--- src/hw/rtl/wtfe_pkg.sv ---
`default_nettype none
package wtfe_pkg;

	// Width of one stored key and of each key half.
	localparam int KEY_W  = 128;
	localparam int HALF_W = 64;

	// Width of the reported slot number.
	localparam int SLOT_W = 4;

	typedef logic [KEY_W-1:0]  key_t;
	typedef logic [SLOT_W-1:0] slot_t;

	// Operation codes carried on cmd.
	localparam logic CMD_LOOKUP = 1'b0;
	localparam logic CMD_INSERT = 1'b1;

	// Write controls for one table cell.
	typedef struct packed {
		logic load;
		logic shift;
	} cell_ctl_t;

	// Summary of a priority search over the cells.
	typedef struct packed {
		logic  any;
		slot_t slot;
	} pick_t;

endpackage
`default_nettype wire

--- src/hw/rtl/wtfe_cell.sv ---
`default_nettype none
// One table entry: holds a key, compares it with the operation key and
// takes either that key or the word of its upper neighbor.
module wtfe_cell (
	input  wire logic               clk,
	input  wire logic               arst_n,
	input  wire wtfe_pkg::cell_ctl_t ctl,
	input  wire wtfe_pkg::key_t     key,
	input  wire wtfe_pkg::key_t     shift_in,
	output wtfe_pkg::key_t          entry,
	output logic                    match,
	output logic                    empty
);

	wtfe_pkg::key_t entry_q;

	// Entry storage; a direct load has priority over the shift.
	always_ff @(posedge clk or negedge arst_n) begin
		if (!arst_n) begin
			entry_q <= '0;
		end else if (ctl.load) begin
			entry_q <= key;
		end else if (ctl.shift) begin
			entry_q <= shift_in;
		end
	end

	// Per-entry compare flags.
	assign entry = entry_q;
	assign match = (entry_q == key);
	assign empty = (entry_q == '0);

endmodule
`default_nettype wire

--- src/hw/rtl/wtfe_pick.sv ---
`default_nettype none
// Priority search over the cell flags: lowest set position as a slot
// number.
module wtfe_pick #(
	parameter int N = 10
) (
	input  wire logic [N-1:0]  flags,
	output wtfe_pkg::pick_t    res
);

	// Scan from the lowest cell; the first set flag wins.
	always_comb begin
		logic seen;
		seen     = 1'b0;
		res.any  = 1'b0;
		res.slot = '0;
		for (int i = 0; i < N; i++) begin
			if (flags[i] && !seen) begin
				seen     = 1'b1;
				res.any  = 1'b1;
				res.slot = wtfe_pkg::slot_t'(i);
			end
		end
	end

endmodule
`default_nettype wire

--- src/hw/rtl/whitelist_table_fifo_evict.sv ---
`default_nettype none
// A result strobes on done after the word passes valid_s1 and the result register.
// Throughput: one command per cycle; busy is always low because the cell row
// compares every entry and writes the cells in the cycle after acceptance.
// Reset: arst_n clears every entry to zero (empty) and the valid and result flags at once.
// The receiver cannot stall; each result shows on done for one cycle.
module whitelist_table_fifo_evict #(
	parameter int TABLE_ENTRIES = 10
) (
	input  wire logic        clk,
	input  wire logic        arst_n,
	input  wire logic        start,
	output logic             busy,
	input  wire logic        cmd,
	input  wire logic [63:0] key_high,
	input  wire logic [63:0] key_low,
	output logic             done,
	output logic             found,
	output logic [3:0]       slot,
	output logic             evicted
);

	localparam int N = TABLE_ENTRIES;
	localparam wtfe_pkg::slot_t LAST_SLOT = wtfe_pkg::slot_t'(N - 1);

	logic           valid_s1;
	logic           cmd_s1;
	wtfe_pkg::key_t key_s1;

	wtfe_pkg::key_t      entries [N];
	logic [N-1:0]        match_v;
	logic [N-1:0]        empty_v;
	logic [N-1:0]        empty_first;
	wtfe_pkg::pick_t     match_res;
	wtfe_pkg::pick_t     empty_res;
	wtfe_pkg::cell_ctl_t ctl [N];

	logic is_insert;
	logic full_insert;

	logic           done_q;
	logic           found_q;
	wtfe_pkg::slot_t slot_q;
	logic           evicted_q;

	assign busy = 1'b0;

	// Capture the command word.
	always_ff @(posedge clk or negedge arst_n) begin
		if (!arst_n) begin
			valid_s1 <= 1'b0;
		end else begin
			valid_s1 <= start && !busy;
		end
	end

	always_ff @(posedge clk) begin
		if (start && !busy) begin
			cmd_s1 <= cmd;
			key_s1 <= {key_high, key_low};
		end
	end

	// Row of cells; each shifts in the word of its upper neighbor, the top cell the new key.
	for (genvar i = 0; i < N; i++) begin : g_cell
		wtfe_pkg::key_t shift_src;
		if (i < N - 1) begin : g_mid
			assign shift_src = entries[i+1];
		end else begin : g_top
			assign shift_src = key_s1;
		end
		wtfe_cell u_cell (
			.clk      (clk),
			.arst_n   (arst_n),
			.ctl      (ctl[i]),
			.key      (key_s1),
			.shift_in (shift_src),
			.entry    (entries[i]),
			.match    (match_v[i]),
			.empty    (empty_v[i])
		);
	end

	// Lowest matching entry and lowest empty entry.
	wtfe_pick #(.N(N)) u_pick_match (
		.flags (match_v),
		.res   (match_res)
	);

	wtfe_pick #(.N(N)) u_pick_empty (
		.flags (empty_v),
		.res   (empty_res)
	);

	// One-hot mark of the lowest empty entry.
	assign empty_first = empty_v & ~(empty_v - N'(1));

	assign is_insert   = valid_s1 && (cmd_s1 == wtfe_pkg::CMD_INSERT);
	assign full_insert = is_insert && !empty_res.any;

	// Cell write controls: fill the lowest hole, or shift and append on top.
	always_comb begin
		for (int i = 0; i < N; i++) begin
			ctl[i].load  = is_insert && empty_first[i];
			ctl[i].shift = full_insert;
		end
		ctl[N-1].load = (is_insert && empty_first[N-1]) || full_insert;
	end

	// Result register with its strobe.
	always_ff @(posedge clk or negedge arst_n) begin
		if (!arst_n) begin
			done_q    <= 1'b0;
			found_q   <= 1'b0;
			evicted_q <= 1'b0;
		end else begin
			done_q    <= valid_s1;
			found_q   <= valid_s1 && (cmd_s1 == wtfe_pkg::CMD_LOOKUP) && match_res.any;
			evicted_q <= full_insert;
		end
	end

	always_ff @(posedge clk) begin
		if (valid_s1) begin
			unique case (cmd_s1)
				wtfe_pkg::CMD_LOOKUP: slot_q <= match_res.slot;
				wtfe_pkg::CMD_INSERT: slot_q <= empty_res.any ? empty_res.slot : LAST_SLOT;
				default:              slot_q <= '0;
			endcase
		end
	end

	assign done    = done_q;
	assign found   = found_q;
	assign slot    = slot_q;
	assign evicted = evicted_q;

endmodule
`default_nettype wire

--- config.mk ---
export PLATFORM = sky130hd
export DESIGN_NAME = whitelist_table_fifo_evict
export DESIGN_NICKNAME = d
export VERILOG_FILES = /design/src/hw/rtl/wtfe_pkg.sv /design/src/hw/rtl/wtfe_cell.sv /design/src/hw/rtl/wtfe_pick.sv /design/src/hw/rtl/whitelist_table_fifo_evict.sv
export SDC_FILE = /design/constraint.sdc
export NUM_CORES = 2
export LEC_CHECK = 0
export ABC_AREA = 1
export BUFFER_PORTS_ARGS = -buffer_cell sky130_fd_sc_hd__buf_4
export CORE_MARGIN = 2
export CORE_UTILIZATION = 50
export CTS_CLUSTER_SIZE = 14
export DETAILED_ROUTE_END_ITERATION = 12
export MAX_ROUTING_LAYER = met4
export PLACE_DENSITY = 0.66
export SYNTH_ARGS = -nofsm -noshare
export SYNTH_HDL_FRONTEND = slang
export SYNTH_SLANG_ARGS = --single-unit
--- constraint.sdc ---
create_clock -name clk -period 4.45 [get_ports clk]
set_clock_uncertainty 0.1 [all_clocks]
set_input_delay 0.2225 -clock clk [delete_from_list [all_inputs] [get_ports clk]]
set_output_delay 0.2225 -clock clk [all_outputs]
set_load 0.02 [all_outputs]
# ---- After elaboration in Yosys (flattened, before gate mapping)
# Index checks and enable logic that the tools add are counted.
dict set report totals {
  reg_bits 1417
  input_bits 132
  out_inout_bits 8
}
dict set report classes {
  addsub 1
  n_eq_ne 10
  n_mux 60
  bitwise_logic 3
  n_reduce_logical 72
}
# cell n
set ops {}
lappend ops {{two-way mux 128 bit} 20}
lappend ops {{== test 128 bit} 10}
lappend ops {{logical NOT 128 bit} 10}
lappend ops {{two-way mux 5 bit} 20}
lappend ops {{logical AND 1 bit} 32}
lappend ops {{nonzero test 2 bit} 10}
lappend ops {{logical NOT 1 bit} 19}
lappend ops {{two-way mux 1 bit} 18}
lappend ops {{AND 10 bit} 1}
lappend ops {{inverter 10 bit} 1}
lappend ops {{subtractor 10 x 1 -> 10 bit (second input constant)} 1}
lappend ops {{one-hot mux 4 bit (2 select lines)} 1}
lappend ops {{two-way mux 4 bit} 1}
lappend ops {{logical OR 1 bit} 1}
lappend ops {{inverter 1 bit} 1}

# ---- Logic depth before layout (Yosys ltp)
dict set report logic_depth {
  ltp_word 33
  mapped_depth 21
  depth_no_buf 19
}

# ---- Hierarchy
# Synthesis repeated with hierarchy kept, for this count alone.
dict set report unflattened {
  cells_unflattened 11758
  hier_area_um2 87752.9
}
# module n_inst cells_per_inst area_each_um2 seq_area_each_um2
set by_module_without_submodules {}
lappend by_module_without_submodules {wtfe_cell 10 1151 8309.2 3203.1}
lappend by_module_without_submodules {whitelist_table_fifo_evict 1 190 4375.4 4093.9}
lappend by_module_without_submodules {wtfe_pick 2 29 142.6 0.0}

# ---- Worst setup path after synthesis
# Ideal clock, no wire load.
dict set report synth_timing {
  path_kind {reg2reg}
  start {reg g_cell[4].u_cell.entry_q[1]}
  end {reg g_cell[0].u_cell.entry_q[88]}
  setup_ps 130
  t_arrival_ps 2130
  required_ps 4220
  setup_slack_ps 2090
  stages_incl_launch_ff 13
  n_path_buf 3
  path_cell_list {dfrtp_1 -> or4_1 -> nor2_1 -> nand3_1 -> nor2_4 -> nor3_2 -> nand3_4 -> nand2_1 -> buf_2 -> buf_4 -> buf_6 -> nand2_1 -> o21ai_1}
}
dict set report synth_between {
  elab_chain_len 21
  elab_cells_between_ends 26
  classes_between {11 x mux; 15 x reduce/logical}
}
# item line_no
set synth_lines {}
lappend synth_lines {{from (decl)} wtfe_cell.sv:15} ;# wtfe_pkg::key_t entry_q;
lappend synth_lines {{from (signal assigned)} wtfe_cell.sv:22} ;# entry_q <= key;
lappend synth_lines {{from (signal assigned)} wtfe_cell.sv:24} ;# entry_q <= shift_in;
lappend synth_lines {{logical NOT 128 bit *} wtfe_cell.sv:31} ;# assign empty = (entry_q == '0);
lappend synth_lines {{logical AND 1 bit *} wtfe_pick.sv:18} ;# if (flags[i] && !seen) begin
lappend synth_lines {{two-way mux 1 bit} wtfe_pick.sv:18}
lappend synth_lines {{logical NOT 1 bit} wtfe_pick.sv:18}
lappend synth_lines {{logical AND 1 bit} wtfe_pick.sv:18}
lappend synth_lines {{two-way mux 1 bit} wtfe_pick.sv:18}
lappend synth_lines {{logical NOT 1 bit} wtfe_pick.sv:18}
lappend synth_lines {{logical AND 1 bit} wtfe_pick.sv:18}
lappend synth_lines {{[5 not listed]} -}
lappend synth_lines {{logical AND 1 bit} wtfe_pick.sv:18}
lappend synth_lines {{two-way mux 1 bit} wtfe_pick.sv:18}
lappend synth_lines {{logical NOT 1 bit} wtfe_pick.sv:18}
lappend synth_lines {{logical AND 1 bit} wtfe_pick.sv:18}
lappend synth_lines {{two-way mux 5 bit *} wtfe_pick.sv:18}
lappend synth_lines {{logical NOT 1 bit *} whitelist_table_fifo_evict.sv:99} ;# assign full_insert = is_insert && !empty_res.any;
lappend synth_lines {{logical AND 1 bit *} whitelist_table_fifo_evict.sv:99}
lappend synth_lines {{nonzero test 2 bit (no source line) *} -}
lappend synth_lines {{to (signal assigned)} wtfe_cell.sv:22}
lappend synth_lines {{to (signal assigned)} wtfe_cell.sv:24}
lappend synth_lines {{to (decl)} wtfe_cell.sv:15}
# Mark *: on every way between the ends. The rest lies on a longest branch, timed or not.
# A chain may end at the register's enable or synchronous reset.

# ---- Worst setup path in the final report
dict set report layout_timing {
  start {reg g_cell[4].u_cell.entry_q[68]}
  end {reg g_cell[1].u_cell.entry_q[95]}
}
dict set report layout_between {
  elab_chain_len 21
  elab_cells_between_ends 26
  classes_between {11 x mux; 15 x reduce/logical}
}
# item line_no
set layout_lines {}
lappend layout_lines {{logical NOT 128 bit *} wtfe_cell.sv:31}
lappend layout_lines {{logical AND 1 bit *} wtfe_pick.sv:18}
lappend layout_lines {{two-way mux 1 bit} wtfe_pick.sv:18}
lappend layout_lines {{logical NOT 1 bit} wtfe_pick.sv:18}
lappend layout_lines {{logical AND 1 bit} wtfe_pick.sv:18}
lappend layout_lines {{two-way mux 1 bit} wtfe_pick.sv:18}
lappend layout_lines {{logical NOT 1 bit} wtfe_pick.sv:18}
lappend layout_lines {{logical AND 1 bit} wtfe_pick.sv:18}
lappend layout_lines {{[5 not listed]} -}
lappend layout_lines {{logical AND 1 bit} wtfe_pick.sv:18}
lappend layout_lines {{two-way mux 1 bit} wtfe_pick.sv:18}
lappend layout_lines {{logical NOT 1 bit} wtfe_pick.sv:18}
lappend layout_lines {{logical AND 1 bit} wtfe_pick.sv:18}
lappend layout_lines {{two-way mux 5 bit *} wtfe_pick.sv:18}
lappend layout_lines {{logical NOT 1 bit *} whitelist_table_fifo_evict.sv:99}
lappend layout_lines {{logical AND 1 bit *} whitelist_table_fifo_evict.sv:99}
lappend layout_lines {{nonzero test 2 bit (no source line) *} -}
lappend layout_lines {{to (signal assigned)} wtfe_cell.sv:22}
lappend layout_lines {{to (signal assigned)} wtfe_cell.sv:24}
lappend layout_lines {{to (decl)} wtfe_cell.sv:15}
# Marked as above.

==> results.md <==
* Nets at about 13,000
* Hold WC Path Type: in -> reg
* Adder-cell area share of the yosys netlist at 0%
* RSZ-0062 raised after global routing: false
* Top delay family on crit path: simple AND/OR/NAND/NOR gates
* PortBufs at 138
* Largest cells by area after synthesis: dfrtp_1, nand2_1, nand3_1
* Std-Cell Rows at 152
* Number of global-route vias before repair at 78,800
* Mapped Nets at ~13,000
* GRT met2 Usage at 53.4%
* Critical Path Source: g_cell[4].u_cell.entry[68]
* CP cell instances: nor4_1, nand4_1, nor2_1, nand3_1, nor2_4, nor3_2, nand3_4, nand2_8, buf_4, nand2_1, o21ai_1
* Top FF cell, synth: dfrtp_1
* Num CTS Buffers at roughly 160
* Buf+Inv Stages, Crit Path at 1
* Power Density at 562 nW/um^2
* Worst Path Arrival at around 5 ns
* First-pass GRT wire length at 476 mm
* Later-pin clock latency in the skew report at 0.85 ns
* CTS Root Cell: clkbuf_16
* Yosys Warn Count at 0
* Global routing usage on met3 at 5.99%
* CP max-delay cell: nor2_1
* Xor and xnor area share after synthesis at 5.52%
* Die Area at 177,000 um^2
* Core region area at 172,000 um^2
* Area growth from synthesis to layout at 13.7%
* Worst stage delay on the critical path at 0.61 ns
* First drt pass iteration count at 6
* H-tree depth at 4
* Max-cap check violation count at 0
* Finished layout cell area at 98,800 um^2
* Maximum vdd drop at 0.381 mV
* R2R Setup Slk at 0.11 ns
* Ports at 140
* Setup TNS at 0 ns
* Max_slew headroom at between 10% and 20%
* Via/cell ratio at 5.67
* Slew Limit Fails at 0
* Detailed Route WL at between 300 and 400 mm
* Antenna violations before repair at 5
* Remaining Overflow, GRT at 0
* Min Tclk post-route at roughly 4.3 ns
* Clock Sinks at 1,417
* HPWL after DPL at 224 mm
* Final Hold Fails at 0
* R2R Path Start: g_cell[4].u_cell.entry[68]
* Die Span X at 421 um
* Post-synth top area cell: dfrtp_1
* CP Class: reg -> reg
* Clk buf depth at 3
* Initial Util at 50.5%
* Async SR Flop Fraction at between 90% and 100%
* Layout cells sized above 1 at 6.65%
* Most frequent cells in the layout: nand2_1, dfrtp_1, nand3_1
* Outcome: complete, no violations
* Crit path required time at 5.04 ns
* # fillers at roughly 16,000
* CTS tree: yes
* Period utilisation layout at between 90% and 100%
* Synth Register Bits at approximately 1,400
* Residual DRC at 0
* Final Wtd Congestion at 0.991
* Sequential element share of the synthesized area at between 40% and 50%
* Global Route Usage Sum at 35.8%
* CP Launch Type: flop
* Vias at 85,700
* Final Setup Violations at 0
* Avg WL per Cell at 20.6 um
* Worst Hold Launch: key_low[41]
* Netlist cell types at 39
* Clk pin slew, worst setup/hold paths at around 0.06 ns
* Post-Syn Area at 86,900 um^2
* Initial DRC Count at ~9,800
* Gr busiest metal: met2
* Mean Syn Cell Area at ~6.9 um^2
* CP endpoint kind: flop
* Largest net degree at the start of global routing at between 100 and 150
* Met1 Usage GRT at a little under half
* Antenna violation net count after detailed routing at 0
* Synth Area in Compound Gates at 7.73%
* Mux cell area share after synthesis at 0%
* Leakage at 0.0462 uW
* Max Freq at 0.231 GHz
* Largest family of logic cells by synthesized area: simple AND/OR/NAND/NOR gates
* Number of synthesized flops with an enable pin at 133
* Die Ht at 421 um
* Max Fanout on Critical Path at 59
* Placed Area at 90,700 um^2
* Setup bufs post-CTS at 0
* Commonest non-fill, non-tap cell in the layout: nand2_1
* Top cell type's share of synthesized area at 37.0%
* Slew of the pin with the lowest slew margin at 1.20 ns
* Post-synthesis cell count at 12,600
* Post-synthesis simple-gate area fraction at between 30% and 40%
## cell usage after synthesis, types with 2 or more instances
| master | instances |
|---|---|
| nor3_1 | 84 |
| nand4_1 | 644 |
| nand3_1 | 1155 |
| o2111ai_1 | 6 |
| xnor2_1 | 334 |
| nor2_4 | 2 |
| nand2_2 | 4 |
| nand2_1 | 4639 |
| or2_2 | 62 |
| clkinv_1 | 12 |
| o211ai_1 | 6 |
| edfxtp_1 | 133 |
| and2_0 | 8 |
| and2_1 | 4 |
| nor3b_1 | 3 |
| buf_2 | 244 |
| nor4_1 | 163 |
| dfrtp_1 | 1284 |
| nand3b_1 | 3 |
| o21ai_0 | 967 |
| a21oi_1 | 43 |
| buf_6 | 5 |
| inv_2 | 22 |
| buf_4 | 6 |
| inv_1 | 1000 |
| nor2_1 | 627 |
| clkbuf_1 | 564 |
| xor2_1 | 214 |
| o21ai_1 | 311 |
| buf_1 | 79 |
## layer usage
metal	routed length [um]	vias to the layer above
li1	-	40800
met1	130000	40600
met2	137000	3624
met3	26300	669
met4	17200	0
met5	0	-
## flip-flops by register name, summed over array words and instances (netlist names)
register / count
g_cell.shift_src: 128
cmd_s1: 1
valid_s1: 1
evicted: 1
slot: 4
found: 1
done: 1
g_cell.u_cell.entry: 1280
## power by group
group / internal (uW) / switching [uW] / total (uW)
clock network: 8000 / 5910 / 13900
registers: 17200 / 4330 / 21600
logic: 7590 / 12500 / 20000
total: 32800 / 22700 / 55500
## path summary, 6_finish.rpt
kind / end / cells after the start
max in group asynchronous: g_cell[0].u_cell.entry[126] / 4
min in group asynchronous: g_cell[5].u_cell.entry[55] / 3
setup / recovery: g_cell[1].u_cell.entry[95] / 11
setup reg to reg: g_cell[1].u_cell.entry[95] / 11
hold reg to reg: g_cell[7].u_cell.entry[61] / 2
hold / removal: g_cell[9].shift_src[41] / 2
## logic make-up after synthesis
| kind of cell | count (synthesis) |
|---|---|
| simple gates | 7405 |
| buf+inv | 1932 |
| flops | 1417 |
| compound gates | 1334 |
| xor+xnor | 548 |
| other cells | 1 |
## what timing repair did
action | CTS | global route
gates resized for setup | 0 | 2
hold buffers | 260 | 0
endpoints found under the hold margin | 507 | 0
setup endpoints to repair | 0 | 41
## metrics by stage
stage          hold slack [ns]  setup WS, ns  instances  power [uW]  util [%]
6_report                0.0465         0.115      15100       55500      57.4
5_1_grt                 0.0348        0.0824      15100       58400      57.4
4_1_cts                0.00667         0.140      15100       54600      57.4
3_5_place_dp             0.177         0.158      14500       40300      52.7
3_3_place_gp             0.178         0.229      14500       39800      52.7
2_1_floorplan           -0.173          2.09      12600       33700         -
## cell type report
type | instances | area, um^2 | area share, %
Antenna cell | 4 | 10.0 | 0.0101
Clock buffer | 247 | 4830 | 4.89
Clock inverter | 58 | 636 | 0.643
Inverter | 1034 | 3900 | 3.95
Multi-Input combinational cell | 9288 | 43300 | 43.9
Sequential cell | 1417 | 36100 | 36.6
Tap cell | 2310 | 2890 | 2.93
Timing Repair Buffer | 746 | 7050 | 7.13
No activity file was read; power rests on OpenSTA's default activity.
